File: config.mk
export PLATFORM = sky130hd
export DESIGN_NAME = sliding_window_mode_filter_flat
export DESIGN_NICKNAME = d
export VERILOG_FILES = /design/src/rtl/core/swmf_pkg.sv /design/src/rtl/core/swmf_ifs.sv /design/src/rtl/core/swmf_tally.sv /design/src/rtl/core/sliding_window_mode_filter.sv /design/src/flat_wrapper.sv
export SDC_FILE = /design/constraint.sdc
export NUM_CORES = 1
export LEC_CHECK = 0
export ABC_CLOCK_PERIOD_IN_PS = 12000
export BUFFER_PORTS_ARGS = -buffer_cell sky130_fd_sc_hd__buf_4
export CAP_MARGIN = 30
export CORE_AREA = 2 2 176 178
export CTS_CLUSTER_DIAMETER = 60
export DETAILED_ROUTE_END_ITERATION = 8
export DIE_AREA = 0 0 178 180
export SYNTH_ARGS = -nofsm -noshare
export SYNTH_HDL_FRONTEND = slang
export SYNTH_HIERARCHICAL = 1
export SYNTH_SLANG_ARGS = --single-unit
File: constraint.sdc
create_clock -name clk -period 12 [get_ports clk]
set_clock_uncertainty 0.05 [all_clocks]
set_input_delay 3.6 -clock clk [delete_from_list [all_inputs] [get_ports clk]]
set_output_delay 3.6 -clock clk [all_outputs]
set_load 0.01 [all_outputs]
File: src/rtl/core/swmf_pkg.sv
// shared constants, configuration register indexes and the tally control struct
// for the sliding window mode filter; no dependencies
package swmf_pkg;

  localparam int MAX_WINDOW_DEF  = 32;
  localparam int NUM_CLASSES_DEF = 16;

  localparam int LABEL_W    = 4;
  localparam int WLEN_W     = 6;
  localparam int CLASS_W    = 4;
  localparam int CFG_DATA_W = 6;
  localparam int CFG_IDX_W  = 1;

  typedef logic [CFG_IDX_W-1:0] cfg_idx_t;

  localparam cfg_idx_t REG_WINDOW_LEN = 1'b0;
  localparam cfg_idx_t REG_BACKGROUND = 1'b1;

  localparam logic [WLEN_W-1:0]  WINDOW_LEN_RESET = 6'd30;
  localparam logic [CLASS_W-1:0] BACKGROUND_RESET = 4'd0;

  typedef struct packed {
    logic               clear;
    logic               valid;
    logic [LABEL_W-1:0] label;
  } tally_ctrl_t;

endpackage

File: src/rtl/core/swmf_ifs.sv
// valid/ready channel interfaces for frame beats and result beats
// depends on swmf_pkg
interface swmf_frame_if import swmf_pkg::*; ();
  logic               valid;
  logic               ready;
  logic [LABEL_W-1:0] label;
  logic               seq_start;
  logic               sample_anyway;

  modport source (output valid, label, seq_start, sample_anyway, input ready);
  modport sink   (input valid, label, seq_start, sample_anyway, output ready);
endinterface

interface swmf_result_if import swmf_pkg::*; ();
  logic               valid;
  logic               ready;
  logic               window_full;
  logic [LABEL_W-1:0] winner;
  logic               report;

  modport source (output valid, window_full, winner, report, input ready);
  modport sink   (input valid, window_full, winner, report, output ready);
endinterface

File: src/rtl/core/swmf_tally.sv
// per-class vote counters with running maximum and winner tracking
// depends on swmf_pkg
module swmf_tally import swmf_pkg::*; #(
  parameter int MAX_WINDOW  = MAX_WINDOW_DEF,
  parameter int NUM_CLASSES = NUM_CLASSES_DEF
) (
  input  logic               clk,
  input  tally_ctrl_t        ctrl,
  output logic [LABEL_W-1:0] winner
);

  localparam int CLS_W = (NUM_CLASSES > 1) ? $clog2(NUM_CLASSES) : 1;
  localparam int CNT_W = $clog2(MAX_WINDOW + 1);

  logic [CNT_W-1:0] counts [NUM_CLASSES];
  logic [CNT_W-1:0] best;
  logic [CLS_W-1:0] idx;
  logic [CNT_W-1:0] count_next;

  assign idx        = CLS_W'(ctrl.label);
  assign count_next = counts[idx] + CNT_W'(1);

  always_ff @(posedge clk) begin
    if (ctrl.clear) begin
      for (int i = 0; i < NUM_CLASSES; i++) begin
        counts[i] <= '0;
      end
      best   <= '0;
      winner <= '0;
    end else if (ctrl.valid) begin
      counts[idx] <= count_next;
      if (count_next > best) begin
        best   <= count_next;
        winner <= ctrl.label;
      end
    end
  end

endmodule

File: src/rtl/core/sliding_window_mode_filter.sv
// Sliding window mode filter: keeps the most recent window_len labels in a ring memory and
// votes the most common one, ties going to the label that reached the top count first from
// oldest to newest. With n the effective window length (window_len held to 1..MAX_WINDOW),
// each frame beat first updates the ring; then, when the window is full, the n entries are
// scanned oldest first through the registered ring read port, one entry a cycle, while the
// scan is skipped as the window fills; finally the result register is loaded, waiting out
// any stall on the result side.
// A new frame is taken once the previous result sits in the output register.
// depends on swmf_pkg, swmf_ifs and swmf_tally
module sliding_window_mode_filter import swmf_pkg::*; #(
  parameter int MAX_WINDOW  = MAX_WINDOW_DEF,
  parameter int NUM_CLASSES = NUM_CLASSES_DEF
) (
  input  logic                  clk,
  input  logic                  rst,
  swmf_frame_if.sink            frame,
  swmf_result_if.source         result,
  input  logic                  cfg_we,
  input  cfg_idx_t              cfg_index,
  input  logic [CFG_DATA_W-1:0] cfg_data
);

  localparam int AW = $clog2(MAX_WINDOW);
  localparam int LW = $clog2(MAX_WINDOW + 1);

  typedef enum logic [2:0] {
    S_IDLE = 3'b001,
    S_SCAN = 3'b010,
    S_DONE = 3'b100
  } state_t;

  function automatic logic [AW-1:0] wrap(input logic [AW:0] s);
    if (s >= (AW+1)'(MAX_WINDOW)) begin
      return AW'(s - (AW+1)'(MAX_WINDOW));
    end
    return AW'(s);
  endfunction

  state_t             state;
  logic [WLEN_W-1:0]  window_len;
  logic [CLASS_W-1:0] background;
  logic [LW-1:0]      fill_count;
  logic [AW-1:0]      oldest_slot;
  logic [LABEL_W-1:0] ring [MAX_WINDOW];
  logic [LABEL_W-1:0] rd_data;
  logic               rd_valid;
  logic [AW-1:0]      scan_ptr;
  logic [LW-1:0]      issued;
  logic               full_r;
  logic               sample_r;
  logic               out_valid;
  logic               out_full;
  logic [LABEL_W-1:0] out_winner;
  logic               out_report;

  logic [LW-1:0]      eff_len;
  logic [LABEL_W-1:0] lab_c;
  logic [LW-1:0]      fill_a, fill_b, fill_next;
  logic [AW-1:0]      oldest_a, oldest_b, oldest_next;
  logic [AW-1:0]      wr_addr;
  logic               vote;
  logic               accept;
  logic               issue;
  logic               load;
  logic [LABEL_W-1:0] tally_winner;
  tally_ctrl_t        tally_ctrl;

  assign accept = frame.valid && frame.ready;
  assign issue  = (state == S_SCAN) && (issued != fill_count);
  assign load   = (state == S_DONE) && (!out_valid || result.ready);

  assign frame.ready        = (state == S_IDLE) && !rst;
  assign result.valid       = out_valid;
  assign result.window_full = out_full;
  assign result.winner      = out_winner;
  assign result.report      = out_report;

  always_comb begin
    if (window_len == '0) begin
      eff_len = LW'(1);
    end else if (int'(window_len) > MAX_WINDOW) begin
      eff_len = LW'(MAX_WINDOW);
    end else begin
      eff_len = LW'(window_len);
    end
  end

  // frame update: clamp, clear, shrink, then shift the new label in
  always_comb begin
    if (int'(frame.label) >= NUM_CLASSES) begin
      lab_c = LABEL_W'(NUM_CLASSES - 1);
    end else begin
      lab_c = frame.label;
    end
    fill_a   = frame.seq_start ? '0 : fill_count;
    oldest_a = frame.seq_start ? '0 : oldest_slot;
    if (fill_a > eff_len) begin
      oldest_b = wrap({1'b0, oldest_a} + (AW+1)'(fill_a - eff_len));
      fill_b   = eff_len;
    end else begin
      oldest_b = oldest_a;
      fill_b   = fill_a;
    end
    wr_addr = wrap({1'b0, oldest_b} + (AW+1)'(fill_b));
    if (fill_b < eff_len) begin
      fill_next   = fill_b + LW'(1);
      oldest_next = oldest_b;
    end else begin
      fill_next   = fill_b;
      oldest_next = wrap({1'b0, oldest_b} + (AW+1)'(1));
    end
    vote = (fill_next == eff_len);
  end

  always_ff @(posedge clk) begin
    if (accept) begin
      ring[wr_addr] <= lab_c;
    end
    if (issue) begin
      rd_data <= ring[scan_ptr];
    end
  end

  assign tally_ctrl = '{clear: accept, valid: rd_valid, label: rd_data};

  swmf_tally #(
    .MAX_WINDOW  (MAX_WINDOW),
    .NUM_CLASSES (NUM_CLASSES)
  ) u_tally (
    .clk    (clk),
    .ctrl   (tally_ctrl),
    .winner (tally_winner)
  );

  always_ff @(posedge clk) begin
    if (rst) begin
      window_len <= WINDOW_LEN_RESET;
      background <= BACKGROUND_RESET;
    end else if (cfg_we) begin
      unique case (cfg_index)
        REG_WINDOW_LEN: window_len <= cfg_data[WLEN_W-1:0];
        REG_BACKGROUND: background <= cfg_data[CLASS_W-1:0];
        default: ;
      endcase
    end
  end

  always_ff @(posedge clk) begin
    if (rst) begin
      state       <= S_IDLE;
      fill_count  <= '0;
      oldest_slot <= '0;
      rd_valid    <= 1'b0;
    end else begin
      rd_valid <= issue;
      unique case (state)
        S_IDLE: begin
          if (accept) begin
            fill_count  <= fill_next;
            oldest_slot <= oldest_next;
            state       <= vote ? S_SCAN : S_DONE;
          end
        end
        S_SCAN: begin
          if (rd_valid && !issue) begin
            state <= S_DONE;
          end
        end
        S_DONE: begin
          if (load) begin
            state <= S_IDLE;
          end
        end
        default: state <= S_IDLE;
      endcase
    end
  end

  always_ff @(posedge clk) begin
    if (accept) begin
      full_r   <= vote;
      sample_r <= frame.sample_anyway;
      scan_ptr <= oldest_next;
      issued   <= '0;
    end else if (issue) begin
      scan_ptr <= wrap({1'b0, scan_ptr} + (AW+1)'(1));
      issued   <= issued + LW'(1);
    end
  end

  always_ff @(posedge clk) begin
    if (rst) begin
      out_valid <= 1'b0;
    end else if (load) begin
      out_valid <= 1'b1;
    end else if (result.ready) begin
      out_valid <= 1'b0;
    end
  end

  always_ff @(posedge clk) begin
    if (load) begin
      out_full   <= full_r;
      out_winner <= full_r ? tally_winner : '0;
      out_report <= full_r && ((tally_winner != background) || sample_r);
    end
  end

`ifndef NO_ASSERTIONS
  a_fill_bound: assert property (@(posedge clk) disable iff (rst)
    int'(fill_count) <= MAX_WINDOW)
    else $error("fill count beyond ring depth");

  a_scan_bound: assert property (@(posedge clk) disable iff (rst)
    (state == S_SCAN) |-> (issued <= fill_count))
    else $error("scan issued more reads than window entries");

  a_drain_done: assert property (@(posedge clk) disable iff (rst)
    (state == S_DONE) |-> !rd_valid)
    else $error("ring read still in flight when result is loaded");

  a_accept_leaves_idle: assert property (@(posedge clk) disable iff (rst)
    (frame.valid && frame.ready) |=> (state != S_IDLE))
    else $error("frame beat accepted without starting work");
`endif

endmodule
File: src/flat_wrapper.sv
// flat-port wrapper written by rule: the top's interface ports become plain ports
module sliding_window_mode_filter_flat import swmf_pkg::*;
#(
  parameter int MAX_WINDOW  = MAX_WINDOW_DEF,
  parameter int NUM_CLASSES = NUM_CLASSES_DEF
)
  (clk, rst, cfg_we, cfg_index, cfg_data, frame_valid, frame_label, frame_seq_start, frame_sample_anyway, frame_ready, result_valid, result_window_full, result_winner, result_report, result_ready);
  swmf_frame_if frame_i ();
  swmf_result_if result_i ();
  input  logic clk;
  input  logic rst;
  input  logic cfg_we;
  input  cfg_idx_t cfg_index;
  input  logic [CFG_DATA_W-1:0] cfg_data;
  input wire logic [$bits(frame_i.valid)-1:0] frame_valid;
  input wire logic [$bits(frame_i.label)-1:0] frame_label;
  input wire logic [$bits(frame_i.seq_start)-1:0] frame_seq_start;
  input wire logic [$bits(frame_i.sample_anyway)-1:0] frame_sample_anyway;
  output wire logic [$bits(frame_i.ready)-1:0] frame_ready;
  output wire logic [$bits(result_i.valid)-1:0] result_valid;
  output wire logic [$bits(result_i.window_full)-1:0] result_window_full;
  output wire logic [$bits(result_i.winner)-1:0] result_winner;
  output wire logic [$bits(result_i.report)-1:0] result_report;
  input wire logic [$bits(result_i.ready)-1:0] result_ready;
  assign frame_i.valid = frame_valid;
  assign frame_i.label = frame_label;
  assign frame_i.seq_start = frame_seq_start;
  assign frame_i.sample_anyway = frame_sample_anyway;
  assign frame_ready = frame_i.ready;
  assign result_valid = result_i.valid;
  assign result_window_full = result_i.window_full;
  assign result_winner = result_i.winner;
  assign result_report = result_i.report;
  assign result_i.ready = result_ready;
  sliding_window_mode_filter #(.MAX_WINDOW(MAX_WINDOW), .NUM_CLASSES(NUM_CLASSES)) u_core (.clk(clk), .rst(rst), .frame(frame_i), .result(result_i), .cfg_we(cfg_we), .cfg_index(cfg_index), .cfg_data(cfg_data));
endmodule
==> results.json, run 1 <==
{
  "tightest_slew_ns": 0.914,
  "path_max_fanout": 27,
  "crit_arrival_ns": 4.11,
  "total_power_mw": 2.11,
  "timing.rr.start": "u_core/window_len[4]",
  "sw_frac_of_total": 0.223,
  "clkSinkCount": 283,
  "placed_area_mm2": 0.0138,
  "die_w_um": 178,
  "nFillCells": 2597,
  "cts.path.max_buffers": 3,
  "dr.first_iter.drc_count": 464,
  "drt_pre_antenna_iters": 5,
  "yosysTopAreaCell": "edfxtp_1",
  "switchingPower_uw": 471,
  "ys_top_cells_by_count": "edfxtp_1 (241), nor2_1 (149), nand2_1 (71)",
  "gp_congestion": 0.877,
  "grt_start_max_net_pins": 46,
  "drt-vias-per-instance": 5.39,
  "diodes": 0,
  "cts-root-buf": "clkbuf_16",
  "syn-mean-instance-area_um2": 13.8,
  "dr_total_vias": 7577,
  "slew_headroom": 0.389,
  "setup-violations-final": 0,
  "dp_slack_ns": 3.75,
  "clk_pin_slew_ns": 0.06,
  "layout.nets": 1041,
  "wirelength_um": 27800,
  "drive_gt1_frac": 0.175,
  "insertion_delay_ns": 0.57,
  "fin_setup_tns_ns": 0,
  "post-route-util": 0.491,
  "ys.flop_type": "edfxtp_1",
  "finalNonFillerCells": 1407,
  "worstSetupStartpointType": "input port",
  "rsz0062_at_grt": "no",
  "grt_overflow": 0,
  "hold_viol_final": 0,
  "post_cts_buffers": 0,
  "syn_to_final_growth_pct": 10.9,
  "yosys_warnings": 6,
  "ctsResizeCount": 0,
  "p_int_mw": 1.64,
  "crit_path_end_kind": "output pin",
  "hpwlAfterDp_um": 18500,
  "synth.area.top_cells": "edfxtp_1 (54%), mux4_2 (8.8%), dfxtp_1 (6.3%), nor2_1 (4.2%), ha_1 (2.9%)",
  "synth_nets": 1022,
  "syn-instance-count": 968,
  "powerDensity_mw_per_mm2": 142,
  "route.detailed.drc": 0,
  "portBuffers": 25,
  "whs_ns": 0.416,
  "grt_pass1_vias": 7817,
  "min_path_type": "reg2reg",
  "die-area_mm2": 0.0320,
  "yosysUniqueCellTypes": 73,
  "hold_start": "u_core/oldest_slot[1]",
  "fin_crit_ns": 7.76,
  "combPwrFrac": 0.055,
  "synth_seq_cells": 283,
  "cts_max_level": 1,
  "seqPwrFrac": 0.519,
  "grt_pass1_wl_um": 44400,
  "coreArea_mm2": 0.0302,
  "antenna_found_initial": 0,
  "fmax_mhz": 129,
  "synth-edff-count": 241,
  "p_clk_frac": 0.426,
  "finish.instance_area_mm2": 0.0148,
  "ir_drop_mv": 0.127,
  "grt.total_usage": 0.179,
  "synth_top_cell_area_share": 0.541,
  "synth_seq_area_share": 0.604,
  "cts_tree": "yes",
  "seqCellArea_mm2": 0.00808,
  "cp_data_required_time_ns": 8.35,
  "multi_input_area_mm2": 0.00485,
  "start_util": 0.443,
  "worst-setup-path-type": "in2out",
  "max_cap_violations": 0,
  "yosysMostFrequentCell": "edfxtp_1",
  "async_reset_ff_frac": 0,
  "wl_per_cell_um": 19.8,
  "status": "completed",
  "finalCritPeriodShare": 0.647,
  "fin_ws_ns": 4.24,
  "p_leak_nw": 5.22,
  "die_y_um": 180,
  "ioPinCount": 26,
  "ant_nets": 0,
  "placementRows": 64,
  "synthesis.area_mm2": 0.0134,
  "hold_buffers": 0,
  "numPlacedInstances": 1351,
  "maxSlewViolCount": 0,
  "numCtsBuffers": 30,
  "cp-startpoint": "rst"
}
## state kept, by name, summed over array words and instances (netlist names), 3 cells and up
signal and cells:
u_core/background 4, u_core/state 3, u_core/oldest_slot 5, u_core/fill_count 6
u_core/window_len 6, u_core/u_tally/counts 96, u_core/u_tally/winner 4, u_core/u_tally/best 6
u_core/rd_data 4, u_core/scan_ptr 5, u_core/result.winner 4, u_core/issued 6
u_core/ring 128
## final timing paths
check / end / slack (ns) / cells after the start
setup reg to reg: u_core/full_r / 6.87 / 18
hold reg to reg: u_core/oldest_slot[1] / 0.42 / 2
setup / recovery: frame_ready / 4.24 / 3
hold / removal: u_core/oldest_slot[1] / 0.42 / 2
## area by class of cell
cell class / count / area share
clock buffers: 31 / 0.0509
multi-input cells: 596 / 0.327
clock inverters: 25 / 0.0153
well taps: 396 / 0.0334
flip-flops and latches: 283 / 0.545
inverters: 41 / 0.0104
repair buffers: 35 / 0.0177
## logic make-up after synthesis
| kind of cell | count (synthesis) | share of synthesized area |
|---|---|---|
| AO/OA/AOI/OAI | 108 | 0.0536 |
| XOR/XNOR | 49 | 0.0352 |
| adder cells (fa/ha/maj) | 36 | 0.0365 |
| buffers and inverters | 89 | 0.0324 |
| flip-flops | 283 | 0.604 |
| multiplexers | 84 | 0.129 |
| AND/OR/NAND/NOR | 319 | 0.109 |
## power by group through the flow
| stage | registers, mW | logic (mW) | clock network, mW |
|---|---|---|---|
| floorplan | 1.11 | 0.0820 | 0 |
| global placement | 1.11 | 0.117 | 0 |
| detailed placement | 1.11 | 0.117 | 0 |
| CTS | 1.09 | 0.118 | 0.916 |
| global route | 1.09 | 0.129 | 0.954 |
| finish | 1.09 | 0.116 | 0.898 |
## worst max-delay path: stages
cell and delay (ns):
buf_4 0.25, nor2_1 0.10, buf_4 0.15
## per-layer routing
metal	wire [µm]	share of wire	vias up	GRT usage
met4	616	0.022	0	0.0492
met3	1140	0.041	44	0.0231
met5	0	0	-	0
li1	-	-	3621	-
met1	12500	0.45	3743	0.250
met2	13500	0.49	169	0.294
## cells in the final DEF (no fill, tap or decap), drive strengths merged, types with 2 or more instances in the layout
master | synthesis | routed
edfxtp | 241 | 241
nor2 | 150 | 150
nand2 | 71 | 71
mux4 | 65 | 65
a21oi | 45 | 45
dfxtp | 42 | 42
inv | 40 | 41
buf | 26 | 35
ha | 31 | 31
clkbuf | 21 | 31
xnor2 | 29 | 29
nand2b | 28 | 28
o21ai | 21 | 21
xor2 | 20 | 20
nand3 | 16 | 16
clkinv | 1 | 15
nor2b | 12 | 12
mux2i | 11 | 11
a22oi | 10 | 10
mux2 | 8 | 8
clkinvlp | 0 | 8
nand4 | 6 | 6
nor3 | 6 | 6
nand3b | 5 | 5
and2 | 5 | 5
fa | 5 | 5
a21o | 5 | 5
nor3b | 4 | 4
a211o | 4 | 4
a211oi | 4 | 4
nor4 | 3 | 3
o31a | 3 | 3
or2 | 3 | 3
or3 | 3 | 3
bufinv | 0 | 2
o211ai | 2 | 2
o21a | 2 | 2
and3 | 2 | 2
a31oi | 2 | 2
Note: power is estimated with default switching activity, not from simulation.
==> inputs of run 2 (changes only) <==
Settings changed: ABC_AREA from default to 1, ABC_CLOCK_PERIOD_IN_PS 12000 to 7950, CORE_AREA 2 2 176 178 to 2 2 178 180, DIE_AREA 0 0 178 180 to 0 0 180 182.
Clock period 12 ns to 7.95 ns, I/O delays scaled along.
==> results.json, run 2 <==
{
  "synthesis.area_mm2": 0.0137,
  "fin_crit_ns": 6.37,
  "syn-mean-instance-area_um2": 9.52,
  "grt_pass1_vias": 9892,
  "worst_path_largest_cell_delay_ns": 0.54,
  "portBuffers": 25,
  "syn_to_final_growth_pct": 10.2,
  "post_cts_buffers": 0,
  "yosysUniqueCellTypes": 49,
  "whs_ns": 0.414,
  "final_common_cell": "nand2_1",
  "status": "completed",
  "grt.total_usage": 0.197,
  "cts-root-buf": "clkbuf_16",
  "drt-vias-per-instance": 5.33,
  "cp_data_required_time_ns": 8.11,
  "hold_viol_final": 0,
  "insertion_delay_ns": 0.55,
  "clkSinkCount": 283,
  "min_path_type": "reg2reg",
  "dr.first_iter.drc_count": 749,
  "path_max_fanout": 7,
  "worstSetupStartpointType": "input port",
  "start_util": 0.442,
  "synth_top_cell_area_share": 0.528,
  "ioPinCount": 26,
  "yosysTopAreaCell": "edfxtp_1",
  "diodes": 0,
  "clk_pin_slew_ns": 0.06,
  "numCtsBuffers": 31,
  "gp_congestion": 0.881,
  "slowest_stage": "fa_1",
  "synth.area.top_cells": "edfxtp_1 (53%), nand2_1 (9.0%), nor2_1 (7.2%), dfxtp_1 (6.1%), o21ai_0 (4.1%)",
  "crit_chain": "buf_4 -> nor2_1 -> inv_1 -> fa_1 -> inv_1 -> fa_1 -> inv_1 -> o21ai_0 -> inv_1 -> fa_1 -> o21ai_0 -> a21oi_1 -> xor2_1 -> inv_1 -> or2_1 -> nand2_1 -> inv_2 -> nor2_1 -> nand2_1 -> nor2_1",
  "yosysMostFrequentCell": "nand2_1",
  "die_w_um": 180,
  "worst-setup-path-type": "in2reg",
  "synth-edff-count": 241,
  "largestRegisters": "u_core/ring: 128 flops, u_core/u_tally/counts: 96 flops",
  "synth_nets": 1494,
  "hpwlAfterDp_um": 21000,
  "ant_nets": 0,
  "ys.flop_type": "edfxtp_1",
  "die_y_um": 182,
  "yosys_warnings": 6,
  "ir_drop_mv": 0.165,
  "die-area_mm2": 0.0328,
  "wl_per_cell_um": 17.0,
  "dr_total_vias": 10000,
  "layout.nets": 1506,
  "cts.path.max_buffers": 3,
  "synth_seq_cells": 283,
  "crit_arrival_ns": 6.53,
  "p_leak_nw": 5.87,
  "maxSlewViolCount": 0,
  "setup-violations-final": 0,
  "crit_path_end_kind": "flip-flop",
  "crit_top_cell": "inv_1",
  "most-common-layout-cells": "nand2_1 (330), nor2_1 (262), edfxtp_1 (241)",
  "cts_tree": "yes",
  "rsz0062_at_grt": "no",
  "fin_setup_tns_ns": 0,
  "syn-instance-count": 1440,
  "wirelength_um": 31900,
  "finalCritPeriodShare": 0.801,
  "coreArea_mm2": 0.0310,
  "ys_top_cells_by_count": "nand2_1 (330), nor2_1 (262), edfxtp_1 (241)",
  "synth_seq_area_share": 0.589,
  "placed_area_mm2": 0.0141,
  "regMostFlops": "u_core/ring",
  "async_reset_ff_frac": 0,
  "powerDensity_mw_per_mm2": 227,
  "antenna_found_initial": 0,
  "grt_pass1_wl_um": 52100,
  "tightest_slew_ns": 0.966,
  "grt_overflow": 0,
  "slew_headroom": 0.351,
  "hold_buffers": 0,
  "cts_max_level": 1,
  "finish.instance_area_mm2": 0.0151,
  "placementRows": 65,
  "drt_pre_antenna_iters": 5,
  "ctsResizeCount": 0,
  "largest_reg_flops": 128,
  "max_cap_violations": 0,
  "drive_gt1_frac": 0.0827,
  "grt_start_max_net_pins": 68,
  "fmax_mhz": 157,
  "route.detailed.drc": 0
}
## run 2: cell count changes after synthesis, sizes merged, moves of 28 or more
| cell | before | now |
|---|---|---|
| o21ai | 21 | 115 |
| nor2 | 150 | 281 |
| inv | 40 | 110 |
| mux4 | 65 | 0 |
| nand2 | 71 | 342 |
| nand2b | 28 | 0 |
| nand3 | 16 | 85 |
## run 2: layer usage
layer / vias to the layer above / part of all wire / GRT usage
met5: - / 0 / 0
li1: 4913 / - / -
met2: 237 / 0.48 / 0.337
met1: 4790 / 0.45 / 0.268
met4: 0 / 0.022 / 0.0520
met3: 60 / 0.046 / 0.0229
## run 2: where the power goes
| group | switching [mW] | internal (mW) |
|---|---|---|
| Clock | 0.566 | 0.816 |
| Combinational | 0.261 | 0.105 |
| Sequential | 0.0192 | 1.65 |
| Total | 0.846 | 2.58 |
## run 2: per-stage QoR
step	util	setup WS (ns)	std cells	total power, mW
after floorplan	-	1.78	1440	1.96
after CTS	0.487	1.60	1877	3.45
final	0.487	1.58	1877	3.42
after global placement	0.456	1.23	1821	2.06
after detailed placement	0.456	1.04	1821	2.07
after global routing	0.487	1.19	1877	3.56
## run 2: cells by family (layout without fill, tap and decap cells)
kind of cell	count (synthesis)	in the layout	synth area share
AND/OR/NAND/NOR	735	735	0.226
XOR/XNOR	16	16	0.0102
adder cells (fa/ha/maj)	36	36	0.0356
flip-flops	283	283	0.589
AO/OA/AOI/OAI	203	203	0.0832
buffers and inverters	167	202	0.0556
## run 2: final timing paths
| check | startpoint | endpoint | slack [ns] | cells after the start |
|---|---|---|---|---|
| min | u_core/u_tally/best[1] | u_core/u_tally/best[1] | 0.41 | 2 |
| min reg2reg | u_core/u_tally/best[1] | u_core/u_tally/best[1] | 0.41 | 2 |
| max | frame_seq_start | u_core/ring[4][3] | 1.58 | 20 |
| max reg2reg | u_core/window_len[2] | u_core/ring[4][3] | 2.73 | 22 |
## run 2: area by class of cell
type	count	area (µm²)
clock buffer	39	806
clock inverter	17	180
fill	2945	15900
inverter	114	433
multi-input combinational	990	4860
sequential	283	8080
tap	402	503
timing repair buffer	32	240
## run 2: critical path: cells and delay by family
family	cells	cell delay [ns]
xor gates and xnor gates	1	0.15
AOI/OAI and AO/OA	3	0.70
and+or+nand+nor	6	1.13
adders and majority gates	3	1.51
buffers and inverters	7	0.65
